$ cat config.mk
export PLATFORM = sky130hd
export DESIGN_NAME = lrip_ctrl
export DESIGN_NICKNAME = d
export VERILOG_FILES = /design/src/hw/rtl/lrip_pkg.sv /design/src/hw/rtl/lrip_ctrl.sv
export SDC_FILE = /design/constraint.sdc
export NUM_CORES = 1
export LEC_CHECK = 0
export BUFFER_PORTS_ARGS = -buffer_cell sky130_fd_sc_hd__buf_2
export CORE_MARGIN = 1
export CORE_UTILIZATION = 57
export DETAILED_ROUTE_END_ITERATION = 8
export GPL_TIMING_DRIVEN = 1
export PLACE_DENSITY = 0.93
export SYNTH_ARGS = -nofsm -noshare
export SYNTH_HDL_FRONTEND = slang
export SYNTH_SLANG_ARGS = --single-unit
$ cat constraint.sdc
create_clock -name clk_i -period 5.5 [get_ports clk_i]
set_input_delay 0.825 -clock clk_i [delete_from_list [all_inputs] [get_ports clk_i]]
set_output_delay 0.825 -clock clk_i [all_outputs]
set_load 0.02 [all_outputs]
$ cat src/hw/rtl/lrip_pkg.sv
// shared types, constants and tables of the lidar range image projection
`default_nettype none

package lrip_pkg;

  localparam int unsigned MAX_ROWS_DEF    = 64;
  localparam int unsigned MAX_COLUMNS_DEF = 2048;

  // angle arithmetic, angles in units of 2^-32 turn
  localparam int unsigned CORDIC_STEPS = 30;
  localparam int unsigned STEP_W       = 5;
  localparam int unsigned PRESCALE     = 30;
  localparam int unsigned CR_W         = 58;
  localparam int unsigned ACC_W        = 34;
  localparam int unsigned ATAN_W       = 30;
  localparam logic signed [ACC_W-1:0] QUARTER_TURN = 34'sd1073741824;

  localparam logic [ATAN_W-1:0] ATAN_TABLE [CORDIC_STEPS] = '{
    30'h20000000, 30'h12E4051E, 30'h09FB385B, 30'h051111D4, 30'h028B0D43, 30'h0145D7E1,
    30'h00A2F61E, 30'h00517C55, 30'h0028BE53, 30'h00145F2F, 30'h000A2F98, 30'h000517CC,
    30'h00028BE6, 30'h000145F3, 30'h0000A2FA, 30'h0000517D, 30'h000028BE, 30'h0000145F,
    30'h00000A30, 30'h00000518, 30'h0000028C, 30'h00000146, 30'h000000A3, 30'h00000051,
    30'h00000029, 30'h00000014, 30'h0000000A, 30'h00000005, 30'h00000003, 30'h00000001
  };

  // distance arithmetic
  localparam int unsigned SS_W        = 50;
  localparam int unsigned SQRT_STEPS  = 25;
  localparam int unsigned RING_W      = 16;
  localparam int unsigned SQUARE_OPS  = 4;

  // occupancy memory word
  localparam int unsigned WORD_BITS  = 16;
  localparam int unsigned WORD_SHIFT = 4;

  // result status codes
  localparam logic [2:0] ST_STORED   = 3'd0;
  localparam logic [2:0] ST_ROW_OOR  = 3'd1;
  localparam logic [2:0] ST_ROW_SKIP = 3'd2;
  localparam logic [2:0] ST_CLOSE    = 3'd3;
  localparam logic [2:0] ST_TAKEN    = 3'd4;
  localparam logic [2:0] ST_CLEARED  = 3'd5;

  // register indexes
  localparam logic [1:0] CFG_ROWS    = 2'd0;
  localparam logic [1:0] CFG_COLUMNS = 2'd1;
  localparam logic [1:0] CFG_KEEP    = 2'd2;
  localparam logic [1:0] CFG_MIN_RNG = 2'd3;

  typedef struct packed {
    logic               action;
    logic signed [23:0] pos_x;
    logic signed [23:0] pos_y;
    logic signed [23:0] pos_z;
    logic [15:0]        ring;
  } in_item_t;

  typedef struct packed {
    logic [2:0]  status;
    logic [5:0]  row;
    logic [10:0] column;
    logic [16:0] cell_index;
    logic [23:0] distance;
  } out_item_t;

  typedef struct packed {
    logic              load;
    logic              clr_step;
    logic              sq_step;
    logic              iter_step;
    logic [STEP_W-1:0] step;
    logic              mul_q;
    logic              col_calc;
    logic              cell_calc;
    logic              mem_read;
    logic              decide;
    logic              scan_done;
  } ctrl_cmd_t;

  typedef struct packed {
    logic clr_last;
    logic is_scan;
  } ctrl_stat_t;

endpackage

`default_nettype wire

$ cat src/hw/rtl/lrip_ctrl.sv
// controller: sequences load, squares, iterations, cell lookup and clearing
`default_nettype none

module lrip_ctrl import lrip_pkg::*; (
  input  wire logic       clk_i,
  input  wire logic       rst_ni,
  input  wire logic       in_valid_i,
  output      logic       in_stall_o,
  output      logic       out_valid_o,
  input  wire logic       out_stall_i,
  input  wire ctrl_stat_t stat_i,
  output      ctrl_cmd_t  cmd_o
);

  typedef enum logic [9:0] {
    S_IDLE   = 10'b0000000001,
    S_CLEAR  = 10'b0000000010,
    S_SQUARE = 10'b0000000100,
    S_ITER   = 10'b0000001000,
    S_MULQ   = 10'b0000010000,
    S_COLC   = 10'b0000100000,
    S_CELLC  = 10'b0001000000,
    S_READ   = 10'b0010000000,
    S_DECIDE = 10'b0100000000,
    S_OUT    = 10'b1000000000
  } state_e;

  state_e            state_q, state_d;
  logic [STEP_W-1:0] cnt_q, cnt_d;
  logic              scan_q, scan_d;

  always_comb begin
    state_d = state_q;
    cnt_d   = cnt_q;
    scan_d  = scan_q;
    cmd_o   = '0;
    cmd_o.step = cnt_q;
    case (state_q)
      S_IDLE: begin
        if (in_valid_i) begin
          cmd_o.load = 1'b1;
          cnt_d      = '0;
          state_d    = S_SQUARE;
        end
      end
      S_CLEAR: begin
        cmd_o.clr_step = 1'b1;
        if (stat_i.clr_last) begin
          scan_d = 1'b0;
          if (scan_q) begin
            cmd_o.scan_done = 1'b1;
            state_d = S_OUT;
          end else begin
            state_d = S_IDLE;
          end
        end
      end
      S_SQUARE: begin
        // a scan start only clears, so it leaves here after the load
        if (stat_i.is_scan) begin
          scan_d  = 1'b1;
          state_d = S_CLEAR;
        end else begin
          cmd_o.sq_step = 1'b1;
          cnt_d = cnt_q + 1'b1;
          if (32'(cnt_q) == SQUARE_OPS - 1) begin
            cnt_d   = '0;
            state_d = S_ITER;
          end
        end
      end
      S_ITER: begin
        cmd_o.iter_step = 1'b1;
        cnt_d = cnt_q + 1'b1;
        if (32'(cnt_q) == CORDIC_STEPS - 1) state_d = S_MULQ;
      end
      S_MULQ: begin
        cmd_o.mul_q = 1'b1;
        state_d     = S_COLC;
      end
      S_COLC: begin
        cmd_o.col_calc = 1'b1;
        state_d        = S_CELLC;
      end
      S_CELLC: begin
        cmd_o.cell_calc = 1'b1;
        state_d         = S_READ;
      end
      S_READ: begin
        cmd_o.mem_read = 1'b1;
        state_d        = S_DECIDE;
      end
      S_DECIDE: begin
        cmd_o.decide = 1'b1;
        state_d      = S_OUT;
      end
      S_OUT: begin
        if (!out_stall_i) state_d = S_IDLE;
      end
      default: state_d = S_IDLE;
    endcase
  end

  always_ff @(posedge clk_i or negedge rst_ni) begin
    if (!rst_ni) begin
      state_q <= S_CLEAR;
      cnt_q   <= '0;
      scan_q  <= 1'b0;
    end else begin
      state_q <= state_d;
      cnt_q   <= cnt_d;
      scan_q  <= scan_d;
    end
  end

  assign in_stall_o  = state_q != S_IDLE;
  assign out_valid_o = state_q == S_OUT;

endmodule

`default_nettype wire

After elaboration in Yosys (flattened, before gate mapping)
Cells that the tools add are included.
Widths: inputs -> output; s select.
Operators by class
  muxes and demuxes: 29
  reductions and logical operators: 5
  equality and inequality tests: 20
  add/sub/neg operators: 1
Operators with widths (number)
  $pmux 10 s10: 1
  $mux 10: 7
  $mux 1: 16
  $mux 5: 3
  $pmux 5 s3: 1
  $ne 2x2->1 const B: 6
  $eq 10x1->1 const B: 1
  $eq 10x10->1 const B: 1
  $eq 10x2->1 const B: 1
  $eq 10x3->1 const B: 1
  $eq 10x4->1 const B: 1
  $eq 10x5->1 const B: 1
  $eq 10x6->1 const B: 1
  $eq 10x7->1 const B: 1
  $eq 10x8->1 const B: 1
  $eq 10x9->1 const B: 1
  $ne 10x1->1 const B: 1
  $reduce_and 3->1: 2
  $add 5x1->5 const B: 1
  $eq 5x2->1 const B: 1
  $eq 5x5->1 const B: 1
  $reduce_and 5->1: 1
  $ne 3x3->1 const B: 1
  $reduce_bool 3->1: 1
  2 further kinds: 2
Storage, ports and cells
  input port bits: 6
  output and inout port bits: 17
  register bits: 16

Depth between registers and ports, before layout
  word-level depth: 4
  mapped depth: 7
  depth with buffers taken out: 7

Least setup slack after synthesis
No wires, ideal clock.
  kind: flip-flop to output port
  start: register state_q[1]
  end: output cmd_o[2] (netlist name)
  cell stages (with the launch flop): 5
  data arrival time: 1.724 ns
  setup slack: 2.951 ns
  cells stage by stage: dfstp_2 -> clkbuf_1 -> nor2_1 -> nand3_1 -> nor4_1
RTL lines
  start: declaration: line lrip_ctrl.sv:28  | state_e state_q, state_d;
  start signal: assignment: line lrip_ctrl.sv:110  | state_q <= state_d;
  end: declaration: line lrip_ctrl.sv:12  | output ctrl_cmd_t cmd_o

==> results.md <==
• **global-route wire length before repair** 3.684 mm
• **average vias per placed instance** 6.157
• **endpoint required time on the critical path** 4.68 ns
• **total global routing track utilization** 24.30%
• **GP Congestion** 0.9273
• **Final setup viols** 0
• **worst-case vdd ir drop** 0.3950 mV
• **met3 demand-to-capacity share in global routing** 4.762%
• **delay of the slowest cell on the worst path** 0.46 ns
• **initial core utilization** 62.06%
• **endpoint kind of the worst setup timing path** output pin
• **Final period util** 54.01%
• **vias in the first global route** 883
• **count of nets left with antenna violations after detail routing** 0
• **final layout net count** 156
• **global route total overflow** 0
• **path depth of the worst reg2reg path** 5
• **highest-delay cell along the critical path** sky130_fd_sc_hd__dfrtp_1
• **number of cells upsized or downsized after cts** 0
• **number of antenna violations at the first check in global routing** 0
• **number of buffers added to fix hold violations after cts** 0
• **Buf/Inv on CP** 1
• **mean cell area of the mapped netlist** 8.553 um^2
• **run status** complete, no violations
• **family with the most delay on the worst path** simple AND/OR/NAND/NOR gates
• **data arrival time of the critical path** 2.15 ns
• **reported max-cap violation count** 0
• **die width** 45.83 um
• **Bufs on Longest Clock Path** 2
• **top-level port count** 23
• **crit path kind** reg2out
• **Reg2Reg Launch Point** state_q[2]
• **Reg2Reg Setup Slack** 3.39 ns
• **clock skew** 0.004175 ns
• **crit path launch type** register
• **Max Transition Viols Final** 0
• **internal power component** 275.9 uW
• **H-tree depth** 1
• **final core utilization** 70.07%
• **half-perimeter wire length after detailed placement** 1.746 mm
• **TritonCTS clock tree** yes
• **post-synthesis cell count** 128
• **CTS clk-pin slew, worst paths** 0.10 ns
• **number of remaining DRC errors** 0
• **proportion of netlist area held by the largest area contributor** 34.29%
• **largest cells by area after synthesis** sky130_fd_sc_hd__dfrtp_1, sky130_fd_sc_hd__nor2_1, sky130_fd_sc_hd__nor4_1
• **Place WS** 2.881 ns
• **die outline height** 45.83 um
• **area of the die** 2100 um^2
• **# diodes** 0
• **distinct cell type count after synthesis** 49
• **number of nets in the synthesized netlist** 136
• **end of the worst register-to-register path** state_q[3]
• **count of port buffers added during placement** 22
• **wirelength, routed** 2.380 mm
• **critical path peak fanout** 15
• **Final min period** 2.971 ns
• **total power per unit cell area** 400.1 nW/um^2
• **most heavily used metal layer in global routing** met2
• **mean routed wirelength per cell** 13.84 um
• **post-route cell area** 1236 um^2
• **placed cell areas** 1200 um^2
• **detailed-routing iteration count for the pre-antenna-repair pass** 5
• **final worst setup slack** 2.529 ns
• **actual transition at the worst max-transition pin** 0.5648 ns
• **switching share of power** 44.21%
• **synthesis-stage register bit count** 16
• **max frequency** 336.6 MHz
• **highest-count cells in the layout ignoring fill and taps** sky130_fd_sc_hd__buf_2, sky130_fd_sc_hd__dfrtp_1, sky130_fd_sc_hd__nor2_1
• **register area share after synthesis** 36.69%
• **insertion delay to the later sink of the worst-skew pair** 0.29 ns
• **Fin. Hold Viols** 0
• **most frequent standard cell in the layout excluding fill and tap cells** sky130_fd_sc_hd__buf_2
• **Core Rows** 15
• **largest net degree at the start of global routing** 17
• **critical path cell sequence** nor3_2 -> nand2_1 -> or2_1 -> nor2b_1 -> buf_2
• **unrepaired setup endpoints after global routing** no
• **CTS buffer count** 3
• **leakage dissipation** 0.5762 nW
• **clock tree root buffer cell** sky130_fd_sc_hd__clkbuf_4
• **GR met2 Demand/Resource** 36.29%
• **CTS Sinks** 16
• **final sum of negative setup slack** 0 ns
• **number of setup buffers added after CTS** 0
• **share of total power in combinational logic** 49.8%
• **Placeable Area** 1764 um^2
• **worst slew margin relative to its limit** 62.03%
• **sequential fraction of design power** 34.4%
• **net switching power** 218.7 uW
• **Hold/Removal Path Class** in2async
• **Clock Power Share** 15.9%
• **first-iteration detailed-routing DRC count** 24
• **combined area of all synthesized cells** 1095 um^2
• **largest area contributor in the netlist** sky130_fd_sc_hd__dfrtp_1
• **Vias** 1059
• **Yosys warning total** 0
• **area overhead of the layout relative to synthesis** 12.91%
• **share of cells above drive strength 1** 23.81%
• **GRT met1 Usage** 33.83%
cells by family (layout without fill, tap and decap cells):
kind of cell	count (synthesis)	in the layout	synth area share, %
xor gates and xnor gates	1	1	0.8001
muxes	3	3	2.857
DFF	16	16	36.69
and+or+nand+nor	66	66	34.97
AOI/OAI and AO/OA	28	28	17.37
adders and majority gates	2	2	2.285
buffers and inverters	12	31	5.028
cell type report:
class	instances	area (um^2)
clock buffers	4	36.28
flip-flops and latches	16	401.6
multi-input cells	100	638.1
well taps	25	31.28
repair buffers	22	110.1
fillers	153	528.0
inverters	5	18.77
cells in the mapped netlist, drive strengths merged:
library cell	count
a2bb2o	1
nor4	8
ha	2
o211ai	2
nand4	4
o21ai	9
xor2	1
nor2	14
or3	2
mux2	1
nor2b	2
a311o	1
nand3	8
and2	2
inv	5
nand4b	1
nand2b	3
nand2	9
and3	2
or3b	1
a21oi	5
mux2i	2
o41ai	1
o21a	1
nand3b	1
nor3	3
o31ai	1
o32a	1
nor3b	1
dfrtp	15
a211o	1
buf	3
or4b	2
dfstp	1
or2	3
a22o	1
clkbuf	4
a211oi	1
a21o	1
a31oi	2
worst reg2reg max path: cells and delay by family (launching register included):
kind	cells	cell delay, ns
DFF	1	0.52
and+or+nand+nor	3	1.02
AOI/OAI and AO/OA	2	0.45
state kept, by name, indices dropped and copies added, names as in the netlist:
signal	cells
cnt_q	5
state_q	10
scan_q	1
how the worst max path moves through the flow:
stage | startpoint | slack (ns) | endpoint | cells past startpoint
floorplan | state_q[1] | 2.95 | cmd_o[2] | 4
global placement | state_q[4] | 2.92 | cmd_o[1] | 5
finish | state_q[4] | 2.53 | cmd_o[0] | 5
CTS | state_q[4] | 2.55 | cmd_o[1] | 5
global route | state_q[4] | 2.36 | cmd_o[0] | 5
detailed placement | state_q[4] | 2.88 | cmd_o[1] | 5
routing by layer:
metal | vias to the layer above | part of all wire, %
met1 | 483 | 44
met2 | 53 | 46
li1 | 516 | -
met4 | 0 | 2.0
met5 | - | 0
met3 | 7 | 7.4
metrics by stage:
step / power, mW / std cells / hold WS [ns]
after CTS: 0.4934 / 172 / 0.4477
after detailed placement: 0.4132 / 168 / 0.4994
after global placement: 0.4062 / 168 / 0.4856
after floorplan: 0.3611 / 128 / 0.4564
final: 0.4946 / 172 / 0.4319
after global routing: 0.5307 / 172 / 0.4543
power by group through the flow:
stage	registers, mW	clock network (mW)	logic, mW
6_report	0.170	0.0785	0.246
2_1_floorplan	0.149	0	0.212
3_5_place_dp	0.171	0	0.242
4_1_cts	0.169	0.0796	0.245
5_1_grt	0.173	0.0839	0.274
3_3_place_gp	0.169	0	0.237
No activity file was read; power rests on OpenSTA's default activity.
